File: src/design/pls_pkg.sv
// Shared types and constants for the positional list store.
package pls_pkg;

    localparam int DEPTH = 16;
    localparam int IDX_W = $clog2(DEPTH);
    localparam int CNT_W = $clog2(DEPTH + 1);

    localparam logic [2:0] MODE_INS_FIRST = 3'd0;
    localparam logic [2:0] MODE_INS_LAST  = 3'd1;
    localparam logic [2:0] MODE_INS_POS   = 3'd2;
    localparam logic [2:0] MODE_DEL_FIRST = 3'd3;
    localparam logic [2:0] MODE_DEL_LAST  = 3'd4;
    localparam logic [2:0] MODE_DEL_POS   = 3'd5;
    localparam logic [2:0] MODE_READ      = 3'd6;

    typedef enum logic [1:0] {
        ST_OK     = 2'd0,
        ST_EMPTY  = 2'd1,
        ST_BADPOS = 2'd2,
        ST_FULL   = 2'd3
    } t_status;

    typedef enum logic [1:0] {
        CH_HOLD,
        CH_INSERT,
        CH_DELETE,
        CH_ROTATE
    } t_chain_op;

    typedef struct packed {
        t_chain_op        op;
        logic [IDX_W-1:0] at;
    } t_cell_ctrl;

    typedef struct packed {
        logic [2:0]         mode;
        logic signed [31:0] value_in;
        logic [7:0]         position;
    } t_in_beat;

    typedef struct packed {
        logic [1:0]         status;
        logic [6:0]         element_count;
        logic               element_valid;
        logic signed [31:0] value_out;
        logic [5:0]         element_index;
        logic               last;
    } t_out_beat;

endpackage

File: src/design/pls_cell.sv
// One list slot: holds a value and takes a neighbor's, the new value or the head's on chain commands.
module pls_cell (
    input  logic                     i_clk,
    input  pls_pkg::t_cell_ctrl      i_ctrl,
    input  logic [pls_pkg::IDX_W-1:0] i_index,
    input  logic signed [31:0]       i_left,
    input  logic signed [31:0]       i_right,
    input  logic signed [31:0]       i_head,
    input  logic signed [31:0]       i_new,
    output logic signed [31:0]       o_value
);

    logic signed [31:0] r_value;
    logic signed [31:0] n_value;

    always_comb begin
        n_value = r_value;
        unique case (i_ctrl.op)
            pls_pkg::CH_INSERT: begin
                if (i_index > i_ctrl.at) begin
                    n_value = i_left;
                end else if (i_index == i_ctrl.at) begin
                    n_value = i_new;
                end
            end
            pls_pkg::CH_DELETE: begin
                if (i_index >= i_ctrl.at) begin
                    n_value = i_right;
                end
            end
            // read-out: shift toward the head, old head wraps to the tail slot
            pls_pkg::CH_ROTATE: begin
                if (i_index == i_ctrl.at) begin
                    n_value = i_head;
                end else if (i_index < i_ctrl.at) begin
                    n_value = i_right;
                end
            end
            default: n_value = r_value;
        endcase
    end

    always_ff @(posedge i_clk) begin
        r_value <= n_value;
    end

    assign o_value = r_value;

endmodule

File: src/design/positional_list_store_unit.sv
// Top level of the positional list store: command decode, cell chain, result register.
//
// Input channel: one command beat (mode, value_in, position) is taken when
// i_in_valid is high and o_in_stall is low. Output channel: result beats on
// o_out_valid / i_out_stall, each carrying status, element count and, during
// read-out, one element with its index; last marks the final beat of a command.
//
// Insert and delete commands shift the slots from the target position onward
// by one place at once, and the single result is registered at acceptance.
// A read-out of N elements gives N beats, one per cycle while the receiver
// does not stall; the chain rotates by one slot per beat, so the head slot
// always holds the element being sent and the list is back in order after the
// last beat. A new command is taken once the read-out has finished and the
// result register is free or being drained in the same cycle.
//
// Reset clears the element count, the read-out sequencer and the result
// valid flag; slot contents and the result data are not cleared. While the
// receiver stalls, the result register holds its beat and the input side stalls as well.
module positional_list_store_unit (
    input  logic              i_clk,
    input  logic              i_rst_n,
    input  logic              i_in_valid,
    output logic              o_in_stall,
    input  pls_pkg::t_in_beat i_in_data,
    output logic              o_out_valid,
    input  logic              i_out_stall,
    output pls_pkg::t_out_beat o_out_data
);

    localparam int DEPTH = pls_pkg::DEPTH;
    localparam int IDX_W = pls_pkg::IDX_W;
    localparam int CNT_W = pls_pkg::CNT_W;

    logic [CNT_W-1:0]    r_len,  n_len;
    logic                r_busy, n_busy;
    logic [IDX_W-1:0]    r_idx,  n_idx;
    logic                r_out_valid, n_out_valid;
    pls_pkg::t_out_beat  r_out,  n_out;

    pls_pkg::t_cell_ctrl ctrl;
    logic signed [31:0]  cell_val [DEPTH];

    logic                in_acc;
    logic                out_free;
    logic [8:0]          len9;
    logic [8:0]          pos_m1;
    logic [8:0]          tgt;
    logic                bad;

    assign out_free   = !r_out_valid || !i_out_stall;
    assign o_in_stall = r_busy || !out_free;
    assign in_acc     = i_in_valid && !o_in_stall;
    assign len9       = 9'(r_len);
    assign pos_m1     = 9'(i_in_data.position) - 9'd1;

    always_comb begin
        n_len       = r_len;
        n_busy      = r_busy;
        n_idx       = r_idx;
        n_out_valid = r_out_valid && i_out_stall;
        n_out       = r_out;
        ctrl.op     = pls_pkg::CH_HOLD;
        ctrl.at     = '0;
        tgt         = '0;
        bad         = 1'b0;

        if (r_busy && out_free) begin
            n_out_valid           = 1'b1;
            n_out.status          = pls_pkg::ST_OK;
            n_out.element_count   = 7'(r_len);
            n_out.element_valid   = 1'b1;
            n_out.value_out       = cell_val[0];
            n_out.element_index   = 6'(r_idx);
            n_out.last            = (CNT_W'(r_idx) == r_len - CNT_W'(1));
            ctrl.op               = pls_pkg::CH_ROTATE;
            ctrl.at               = IDX_W'(r_len - CNT_W'(1));
            n_idx                 = r_idx + IDX_W'(1);
            if (n_out.last) begin
                n_busy = 1'b0;
            end
        end else if (in_acc) begin
            n_out_valid         = 1'b1;
            n_out.status        = pls_pkg::ST_OK;
            n_out.element_valid = 1'b0;
            n_out.value_out     = '0;
            n_out.element_index = '0;
            n_out.last          = 1'b1;
            unique case (i_in_data.mode) inside
                pls_pkg::MODE_INS_FIRST, pls_pkg::MODE_INS_LAST,
                pls_pkg::MODE_INS_POS: begin
                    if (i_in_data.mode == pls_pkg::MODE_INS_FIRST) begin
                        tgt = '0;
                    end else if (i_in_data.mode == pls_pkg::MODE_INS_LAST) begin
                        tgt = len9;
                    end else begin
                        tgt = pos_m1;
                        bad = (i_in_data.position == 8'd0);
                    end
                    if (bad || tgt > len9) begin
                        n_out.status = pls_pkg::ST_BADPOS;
                    end else if (r_len == CNT_W'(DEPTH)) begin
                        n_out.status = pls_pkg::ST_FULL;
                    end else begin
                        ctrl.op = pls_pkg::CH_INSERT;
                        ctrl.at = tgt[IDX_W-1:0];
                        n_len   = r_len + CNT_W'(1);
                    end
                end
                pls_pkg::MODE_DEL_FIRST, pls_pkg::MODE_DEL_LAST,
                pls_pkg::MODE_DEL_POS: begin
                    if (i_in_data.mode == pls_pkg::MODE_DEL_FIRST) begin
                        tgt = '0;
                    end else if (i_in_data.mode == pls_pkg::MODE_DEL_LAST) begin
                        tgt = len9 - 9'd1;
                    end else begin
                        tgt = pos_m1;
                        bad = (i_in_data.position == 8'd0);
                    end
                    if (r_len == '0) begin
                        n_out.status = pls_pkg::ST_EMPTY;
                    end else if (bad || tgt >= len9) begin
                        n_out.status = pls_pkg::ST_BADPOS;
                    end else begin
                        ctrl.op = pls_pkg::CH_DELETE;
                        ctrl.at = tgt[IDX_W-1:0];
                        n_len   = r_len - CNT_W'(1);
                    end
                end
                pls_pkg::MODE_READ: begin
                    if (r_len == '0) begin
                        n_out.status = pls_pkg::ST_EMPTY;
                    end else begin
                        n_out.element_valid = 1'b1;
                        n_out.value_out     = cell_val[0];
                        n_out.last          = (r_len == CNT_W'(1));
                        ctrl.op             = pls_pkg::CH_ROTATE;
                        ctrl.at             = IDX_W'(r_len - CNT_W'(1));
                        n_idx               = IDX_W'(1);
                        n_busy              = (r_len != CNT_W'(1));
                    end
                end
                default: ;
            endcase
            n_out.element_count = 7'(n_len);
        end
    end

    for (genvar g = 0; g < DEPTH; g++) begin : g_cell
        pls_cell u_cell (
            .i_clk   (i_clk),
            .i_ctrl  (ctrl),
            .i_index (IDX_W'(g)),
            .i_left  (cell_val[(g == 0) ? 0 : g - 1]),
            .i_right (cell_val[(g == DEPTH - 1) ? g : g + 1]),
            .i_head  (cell_val[0]),
            .i_new   (i_in_data.value_in),
            .o_value (cell_val[g])
        );
    end

    always_ff @(posedge i_clk) begin
        if (!i_rst_n) begin
            r_len       <= '0;
            r_busy      <= 1'b0;
            r_idx       <= '0;
            r_out_valid <= 1'b0;
        end else begin
            r_len       <= n_len;
            r_busy      <= n_busy;
            r_idx       <= n_idx;
            r_out_valid <= n_out_valid;
        end
    end

    always_ff @(posedge i_clk) begin
        r_out <= n_out;
    end

    assign o_out_valid = r_out_valid;
    assign o_out_data  = r_out;

endmodule
File: config.mk
export PLATFORM = sky130hd
export DESIGN_NAME = positional_list_store_unit
export DESIGN_NICKNAME = d
export VERILOG_FILES = /design/src/design/pls_pkg.sv /design/src/design/pls_cell.sv /design/src/design/positional_list_store_unit.sv
export SDC_FILE = /design/constraint.sdc
export NUM_CORES = 1
export LEC_CHECK = 0
export BUFFER_PORTS_ARGS = -buffer_cell sky130_fd_sc_hd__buf_2
export CAP_MARGIN = 20
export CELL_PAD_IN_SITES_DETAIL_PLACEMENT = 0
export CELL_PAD_IN_SITES_GLOBAL_PLACEMENT = 2
export CORE_ASPECT_RATIO = 1.75
export CORE_MARGIN = 3
export CORE_UTILIZATION = 49
export CTS_CLUSTER_SIZE = 20
export DETAILED_ROUTE_END_ITERATION = 10
export PLACE_DENSITY = 0.84
export SLEW_MARGIN = 10
export SYNTH_ARGS = -nofsm -noshare
export SYNTH_HDL_FRONTEND = slang
export SYNTH_HIERARCHICAL = 1
export SYNTH_SLANG_ARGS = --single-unit
File: constraint.sdc
create_clock -name i_clk -period 17.63 [get_ports i_clk]
set_clock_uncertainty 0.05 [all_clocks]
set_input_delay 2.6445 -clock i_clk [delete_from_list [all_inputs] [get_ports i_clk]]
set_output_delay 2.6445 -clock i_clk [all_outputs]
set_load 0.02 [all_outputs]
# Word-level counts from Yosys, hierarchy flattened
# Cells that the tools add are included.
# classes
n_reduce_logical	40
add_sub_neg	5
bitwise	1
n_lt_le_gt_ge	48
mux	150
eq_ne	79
# op_table
operator	n
32-bit two-way mux	78
32-bit one-hot mux with 3 select lines	15
45-bit two-way mux	2
9-bit two-way mux	10
3-bit by 1-bit inequality test with 1-bit output, second input constant	29
33-bit two-way mux	2
32-bit one-hot mux with 2 select lines	1
4-bit AND reduction	15
2-bit by 1-bit inequality test with 1-bit output, second input constant	19
4-bit == test, first input constant	8
4-bit > comparator, first input constant	8
5-bit two-way mux	6
6-bit two-way mux	5
4-bit greater-or-equal comparator, first input constant	7
4-bit less-than comparator, first input constant	7
1-bit two-way mux	20
6-bit one-hot mux with 3 select lines	1
3-bit by 4-bit == test with 1-bit output, first input constant	4
3-bit by 4-bit greater-or-equal comparator with 1-bit output, first input constant	4
3-bit by 4-bit > comparator with 1-bit output, first input constant	4
3-bit by 4-bit less-than comparator with 1-bit output, first input constant	4
4-bit two-way mux	4
5-bit one-hot mux with 2 select lines	1
3-bit == test, second input constant	3
other kinds (40)	66
# word_totals
register_bits	568
elab_cells	349
output_inout_bits	51
in_bits	47

# Depth between registers and ports, before layout
# Gate-level depths: netlist of the first run.
# logic_depth
depth_word	19
depth_mapped	24
ltp_nobuf	20

# Hierarchy
# Netlist of the first run, hierarchy kept.
# by_module_without_submodules
mod	n_inst	seq_area_each_um2	cells_each	area_per_inst_um2
pls_cell (g_cell[1].u_cell ...)	9	960.9	137	1860.5
pls_cell (g_cell[0].u_cell ...)	7	960.9	136	1863.0
positional_list_store_unit	1	1541.5	356	3508.4

# Worst setup path before layout of the first run
# No wires, ideal clock.
# synth_timing
path_type	input port to flip-flop
startpoint	in i_in_data[0] in the netlist's numbering
endpoint	reg g_cell[8].u_cell.r_value[0], enable pin
required_ns	17.079
n_path_buf	2
slack_ns	7.513
setup_ns	0.501
arrival_ns	9.565
path_stages	16
path_cell_list	buf_4 nor3_1 xnor2_1 o21a_1 a221oi_1 ha_1 o21ai_0 o32ai_2 nor2_2 buf_4 nand2_1 nand2_1 a21o_1 nand2b_1 nor3b_1 nor4_1
# synth_rtl
element	line_no	text
from (decl)	positional_list_store_unit.sv:24	input pls_pkg::t_in_beat i_in_data,
to (signal assigned)	pls_cell.sv:44	r_value <= n_value;
to (decl)	pls_cell.sv:13	logic signed [31:0] r_value;

==> results of run 1 <==
==> power breakdown <==
| part | leakage (nW) | switching (W) | total [W] | internal (W) |
|---|---|---|---|---|
| Sequential | 5.19 | 0.0000578 | 0.00165 | 0.00160 |
| Combinational | 6.28 | 0.000423 | 0.000692 | 0.000269 |
| Clock | 0.843 | 0.000558 | 0.00120 | 0.000640 |
==> critical path, delay by kind of cell <==
family / cells / cell delay [ps]
fa+ha+maj: 2 / 580
buf+inv: 2 / 290
simple gates: 5 / 2000
compound gates: 7 / 2460
==> synthesized netlist by cell type (all sizes together), types with 14 or more instances <==
master  number  area share
edfxtp     554        0.50
a221o      514        0.15
a22o       513        0.13
buf        209       0.048
inv         86      0.0097
ha          79       0.030
a21oi       58      0.0089
nor2        51      0.0058
nand2       47      0.0053
and2        45      0.0085
clkbuf      38      0.0043
o21ai       31      0.0058
nand3       30      0.0045
and3        20      0.0063
o211ai      19      0.0043
a21boi      18      0.0048
and4        18      0.0059
nand2b      15      0.0029
nor3b       15      0.0038
dfxtp       14      0.0084
o2111a      14      0.0047
==> layout make-up <==
class	count	share of cell area
multi-input combinational	1706	0.416
clock inverter	35	0.00825
timing repair buffer	144	0.0280
inverter	86	0.00895
tap	889	0.0308
sequential	568	0.469
clock buffer	64	0.0396
==> cells by family (layout without fill, tap and decap cells) <==
| logic type | count (synthesis) | in the layout | share of synthesized area |
|---|---|---|---|
| adder cells (fa/ha/maj) | 79 | 79 | 0.0297 |
| multiplexers | 4 | 4 | 0.00120 |
| other | 2 | 68 | 0.000226 |
| flip-flops | 568 | 568 | 0.508 |
| AO/OA/AOI/OAI | 1235 | 1235 | 0.337 |
| XOR/XNOR | 11 | 11 | 0.00289 |
| buffers and inverters | 333 | 329 | 0.0623 |
| AND/OR/NAND/NOR | 309 | 309 | 0.0590 |
==> through the flow <==
step	power, W	utilization	setup WS (ps)
CTS	0.00354	0.538	9630
finish	0.00354	0.540	9810
global route	0.00365	0.540	9340
global placement	0.00233	0.511	9110
floorplan	0.00212	-	7510
detailed placement	0.00235	0.512	8990
==> flip-flops by register name, summed over array words and instances, names as in the netlist <==
| signal | cells |
|---|---|
| g_cell.u_cell/o_value | 512 |
| o_out_data | 45 |
| o_out_valid | 1 |
| r_busy | 1 |
| r_idx | 4 |
| r_len | 5 |
==> layer usage <==
layer | up-vias | GRT usage | wire, um
met5 | - | 0 | 0
met1 | 13500 | 0.364 | 40200
li1 | 11100 | - | -
met2 | 1716 | 0.598 | 63100
met3 | 451 | 0.0336 | 8030
met4 | 0 | 0.196 | 8620
==> placed cells by master (no fill, tap or decap), types with 12 or more instances in the layout <==
cell                        synthesis  routed
sky130_fd_sc_hd__conb_1             2      68
sky130_fd_sc_hd__inv_1             86      86
sky130_fd_sc_hd__ha_1              79      79
sky130_fd_sc_hd__nor3b_1           12      12
sky130_fd_sc_hd__nand2b_1          14      14
sky130_fd_sc_hd__a221o_1          514     514
sky130_fd_sc_hd__nand3_1           30      30
sky130_fd_sc_hd__and4_4            16      16
sky130_fd_sc_hd__nand2_1           47      45
sky130_fd_sc_hd__and3_4            17      17
sky130_fd_sc_hd__a22o_1           513     513
sky130_fd_sc_hd__and2_1            45      44
sky130_fd_sc_hd__buf_2            131      93
sky130_fd_sc_hd__buf_4              7      41
sky130_fd_sc_hd__dfxtp_1           14      14
sky130_fd_sc_hd__clkinv_2           0      13
sky130_fd_sc_hd__a21oi_1           56      47
sky130_fd_sc_hd__o21ai_0           19      17
sky130_fd_sc_hd__a21boi_4           0      16
sky130_fd_sc_hd__o211ai_1          19      19
sky130_fd_sc_hd__nor2_1            50      50
sky130_fd_sc_hd__clkbuf_16          0      55
sky130_fd_sc_hd__edfxtp_1         554     554
==> path summary, 6_finish.rpt <==
check             slack, ps                                      end
hold / removal          400              o_out_data[48]$_SDFFE_PP0P_
setup / recovery       9810  g_cell[12].u_cell/o_value[16]$_DFFE_PP_
hold reg to reg         400              o_out_data[48]$_SDFFE_PP0P_
setup reg to reg      10220  g_cell[12].u_cell/o_value[16]$_DFFE_PP_
==> Implementation_results.wiki, run 1 <==
{| class="wikitable"
! Metric !! Value
|-
| Status || completed
|-
| Fin cells || 3,492
|-
| Quantity of gates resized following cts || 0
|-
| Maximum clock rate || 128 MHz
|-
| Nets || 2,686
|-
| Core Region || 66,800 sq um
|-
| Worst-path clk slew || 70 ps
|-
| I/O Buffers || 93
|-
| Final cycle utilization of the critical path || 0.444
|-
| Number of instances on the worst hold path || 2
|-
| Clock buffer count from CTS || 54
|-
| Standby leakage power || 12.3 nW
|-
| DP HPWL || 79,300 um
|-
| Yosys reg bits || 568
|-
| Total length of routed wires || 120,000 um
|-
| Die area || 71,200 sq um
|-
| Final count of pins violating max slew || 0
|-
| FF+latch area || 16,900 sq um
|-
| Post-route setup TNS || 0 ps
|-
| Via count of the routed design || 26,700
|-
| RD Place Congestion || 0.930
|-
| Hold-fix buffer count after cts || 0
|-
| Launch point of the worst reg-to-reg path || r_len[1]$_SDFFE_PN0P_
|-
| Crit path required time || 17,830 ps
|-
| Yosys warnings || 6
|-
| CTS tree || built
|-
| Worst path most repeated cell || sky130_fd_sc_hd__ha_1
|-
| Sequential cell area fraction in the yosys report || 0.508
|-
| Initial Utilization || 0.499
|-
| Slowest CP cell || sky130_fd_sc_hd__o2111a_2
|-
| Multi-input logic area || 15,000 sq um
|-
| Largest fanout on the critical path || 32
|-
| Diodes inserted || 0
|-
| Power Dens Cells || 98.2 nW/um^2
|-
| Share of final-layout standard cells stronger than drive strength 1 || 0.134
|-
| Number of clock sinks seen by CTS || 568
|-
| Cell area after synthesis || 33,300 sq um
|-
| Mean cell area of the mapped netlist || 13.1 sq um
|-
| Post-route antenna net violation count || 0
|-
| Post-placement cell count || 3,387
|-
| Violation count after the first detailed-route iteration || 3,257
|-
| Cell chosen for the clock root || sky130_fd_sc_hd__clkbuf_16
|-
| Data arrival time of the critical path || 8020 ps
|-
| Remaining global-route overflow || 0
|-
| Count of cell types in the netlist || 78
|-
| Setup CP Type || input port to flop
|-
| Shortest clock period the worst path allows after layout || 7820 ps
|-
| Fraction of synthesis flops using an asynchronous set or reset pin || 0
|-
| DRC Markers || 0
|-
| Crit-path cells || buf_2 > nand2b_2 > o311ai_0 > ha_1 > nor3b_1 > o21a_1 > o32ai_2 > nor2_2 > and3_4 > a22oi_1 > nand2_1 > inv_1 > ha_1 > a21oi_1 > a211o_1 > o2111a_2
|-
| Number of search-and-repair iterations in the first detailed-routing pass || 6
|-
| Number of flops mapped to enable cells by yosys || 554
|-
| Vias in the first global route || 27,200
|-
| Maximum Capacitance Violations || 0
|-
| Post-route cell area || 36,100 sq um
|-
| Y dimension of the die || 351 um
|-
| Via-to-Cell Ratio || 7.64
|-
| Worst slew slack as a fraction of its limit || 0.205
|-
| Maximum number of pins on one net before global-route repair || 55
|-
| Setup fix buffers added after clock tree synthesis || 0
|-
| Area after DPL || 34,200 sq um
|-
| Unrepaired setup endpoints after global routing || false
|-
| Count of H-tree levels built during CTS || 2
|-
| Global-route wire length before repair || 178,000 um
|-
| Syn Inst Count || 2,541
|-
| DR WL/cell || 34.4 um
|-
| Growth of design area from synthesis to finish || 8.37%
|-
| Category of the worst setup path capture point || flop
|-
| Largest stage delay on the critical path || 890 ps
|-
| Die X-Extent || 203 um
|-
| Hold Crit Start || o_out_data[48]$_SDFFE_PP0P_
|-
| Endpoints failing hold || 0
|-
| Transition time of the tightest slew-check pin || 1190 ps
|-
| Fill cells || 5,698
|-
| Global-route usage over all layers || 0.326
|-
| Number of standard-cell rows in the floorplan || 125
|-
| Latest clock arrival within the worst-skew pair || 640 ps
|-
| CP startpoint || i_in_data[40]
|-
| Initial antenna violation count || 1
|-
| Main flop type after synthesis || sky130_fd_sc_hd__edfxtp_1
|-
| Worst slack on hold paths || 399 ps
|-
| Maximum buffer depth of the clock tree || 3
|-
| Number of cells on the worst reg-to-reg path || 19
|-
| Count of endpoints failing setup in the final report || 0
|-
| Top Ports || 98
|-
| Worst-case vdd ir drop || 74.6 uV
|-
| Worst min path class || flop to flop
|-
| Kind of launch point of the worst setup path || input port
|}
Power figures use the tool's default switching activity.
==> run 2: changes to the inputs <==
CORE_UTILIZATION = 41   (was 49)
PLACE_DENSITY = 0.75   (was 0.84)
clock period = 6.8 ns   (was 17.63 ns; I/O delays follow)
==> run 2 against run 1 <==
Via count increased by 4.2%. Flip-flop and latch count did not move. Register-to-register slack got worse by 9200 ps. Global-route usage down 2.3 points. Cell area rose by 6.1%. Total power rose to 2.7 times the previous value. First-iteration DRC count grew 6.5%. Highest routed layer unchanged.
==> Implementation_results.wiki, run 2 (synthesis results as in run 1) <==
{| class="wikitable"
! Metric !! Value
|-
| Worst min path class || flop to flop
|-
| DRC Markers || 0
|-
| Post-route antenna net violation count || 0
|-
| Worst slew slack as a fraction of its limit || 0.353
|-
| Standby leakage power || 13.2 nW
|-
| Transition time of the tightest slew-check pin || 958 ps
|-
| Kind of launch point of the worst setup path || flop
|-
| Maximum clock rate || 173 MHz
|-
| Global-route usage over all layers || 0.303
|-
| Final count of pins violating max slew || 0
|-
| Category of the worst setup path capture point || flop
|-
| Setup fix buffers added after clock tree synthesis || 0
|-
| Final cycle utilization of the critical path || 0.851
|-
| Number of instances on the worst hold path || 2
|-
| Maximum Capacitance Violations || 0
|-
| Number of cells on the worst reg-to-reg path || 20
|-
| Die X-Extent || 221 um
|-
| Largest register FFs || 512
|-
| Total length of routed wires || 134,000 um
|-
| Count of H-tree levels built during CTS || 2
|-
| Core Region || 80,100 sq um
|-
| Setup CP Type || flop to flop
|-
| I/O Buffers || 93
|-
| Via-to-Cell Ratio || 7.41
|-
| Crit path required time || 7140 ps
|-
| Clock buffer count from CTS || 55
|-
| DP HPWL || 82,800 um
|-
| Power Dens Cells || 254 nW/um^2
|-
| Violation count after the first detailed-route iteration || 3,470
|-
| Data arrival time of the critical path || 6130 ps
|-
| Worst-case register-to-register setup slack || 1020 ps
|-
| Growth of design area from synthesis to finish || 14.9%
|-
| Cell chosen for the clock root || sky130_fd_sc_hd__clkbuf_16
|-
| Worst slack on hold paths || 400 ps
|-
| Post-route setup TNS || 0 ps
|-
| Top Ports || 98
|-
| Hold Crit Start || o_out_data[48]$_SDFFE_PP0P_
|-
| Number of search-and-repair iterations in the first detailed-routing pass || 6
|-
| Shortest clock period the worst path allows after layout || 5780 ps
|-
| Endpoint of the most critical register-to-register path || g_cell[8].u_cell/o_value[0]$_DFFE_PP_
|-
| Initial antenna violation count || 1
|-
| Worst Setup Slack post-DPL || 572 ps
|-
| Endpoints failing hold || 0
|-
| Maximum number of pins on one net before global-route repair || 55
|-
| Share of final-layout standard cells stronger than drive strength 1 || 0.167
|-
| Worst Slack Setup Final || 1020 ps
|-
| Most common cell after layout, fill and taps aside || sky130_fd_sc_hd__edfxtp_1
|-
| Y dimension of the die || 383 um
|-
| Vias in the first global route || 28,500
|-
| DR WL/cell || 35.7 um
|-
| Initial Utilization || 0.416
|-
| Unrepaired setup endpoints after global routing || false
|-
| RD Place Congestion || 0.919
|-
| Worst-case vdd ir drop || 204 uV
|-
| Hold-fix buffer count after cts || 0
|-
| Nets || 2,794
|-
| Largest fanout on the critical path || 32
|-
| Quantity of gates resized following cts || 0
|-
| Global-route wire length before repair || 194,000 um
|-
| CTS tree || built
|-
| Via count of the routed design || 27,800
|-
| Post-layout utilization of the core || 0.478
|-
| Latest clock arrival within the worst-skew pair || 650 ps
|-
| Commonest cells after routing, fill and taps aside || sky130_fd_sc_hd__edfxtp_1 (554), sky130_fd_sc_hd__a221o_1 (514), sky130_fd_sc_hd__a22o_1 (513)
|-
| Remaining global-route overflow || 0
|-
| Worst-path clk slew || 70 ps
|-
| Number of clock sinks seen by CTS || 568
|-
| Die area || 84,800 sq um
|-
| Status || completed
|-
| Launch point of the worst reg-to-reg path || r_len[0]$_SDFFE_PN0P_
|-
| Count of endpoints failing setup in the final report || 0
|-
| Hold-critical path endpoint || o_out_data[48]$_SDFFE_PP0P_
|-
| Maximum buffer depth of the clock tree || 3
|-
| Number of standard-cell rows in the floorplan || 137
|}
-- run 2: report_power, final --
part,switching (W),internal [W],total (W)
Sequential,0.000126,0.00414,0.00426
Combinational,0.00131,0.000872,0.00219
Clock,0.00149,0.00179,0.00328
-- run 2: layout make-up --
cell class                 count  area, sq um
fill                        7010        41800
sequential                   568        16900
multi-input combinational   1706        15100
timing repair buffer         251         2820
clock buffer                  67         1490
tap                         1042         1300
clock inverter                35          340
inverter                      86          323
antenna                        1         2.50
-- run 2: how the worst max path moves through the flow --
stage / from / to / slack [ps] / depth (start not counted)
2_1_floorplan: i_in_data[0] / g_cell[1].u_cell/o_value[0]$_DFFE_PP_ / 380 / 15
3_3_place_gp: i_in_data[40] / g_cell[7].u_cell/o_value[1]$_DFFE_PP_ / 450 / 18
3_5_place_dp: i_in_data[40] / g_cell[8].u_cell/o_value[0]$_DFFE_PP_ / 570 / 18
4_1_cts: r_len[0]$_SDFFE_PN0P_ / g_cell[9].u_cell/o_value[2]$_DFFE_PP_ / 1060 / 21
5_1_grt: r_len[0]$_SDFFE_PN0P_ / g_cell[15].u_cell/o_value[12]$_DFFE_PP_ / 750 / 22
6_report: r_len[0]$_SDFFE_PN0P_ / g_cell[8].u_cell/o_value[0]$_DFFE_PP_ / 1020 / 20
-- run 2: metrics by stage --
step | cells | cell area (sq um) | total power, W
final | 3756 | 38300 | 0.00973
after global routing | 3755 | 38300 | 0.00998
after CTS | 3755 | 38300 | 0.00971
after detailed placement | 3653 | 36400 | 0.00645
after global placement | 3651 | 36400 | 0.00640
after floorplan | 2607 | 33700 | 0.00551
-- run 2: worst max-delay path, stage by stage (launching register included) --
cell and delay (ps):
sky130_fd_sc_hd__dfxtp_1 310, sky130_fd_sc_hd__inv_1 280, sky130_fd_sc_hd__ha_1 230, sky130_fd_sc_hd__nor3b_2 440, sky130_fd_sc_hd__nor2_1 80, sky130_fd_sc_hd__nor2_1 470, sky130_fd_sc_hd__a222oi_1 220, sky130_fd_sc_hd__ha_1 260
sky130_fd_sc_hd__a2111oi_2 330, sky130_fd_sc_hd__o32ai_2 180, sky130_fd_sc_hd__nor2_2 150, sky130_fd_sc_hd__buf_4 210, sky130_fd_sc_hd__nand3_1 130, sky130_fd_sc_hd__o221ai_2 190, sky130_fd_sc_hd__buf_4 330, sky130_fd_sc_hd__buf_4 190
sky130_fd_sc_hd__ha_1 240, sky130_fd_sc_hd__and4_4 200, sky130_fd_sc_hd__and3_4 320, sky130_fd_sc_hd__a22o_1 370, sky130_fd_sc_hd__a221o_1 280
-- run 2: layer usage --
metal,track usage,share of wire,vias to the layer above
met2,0.536,0.50,1960
met5,0,0,-
met1,0.338,0.34,14100
li1,-,-,11300
met4,0.188,0.072,0
met3,0.0552,0.085,514
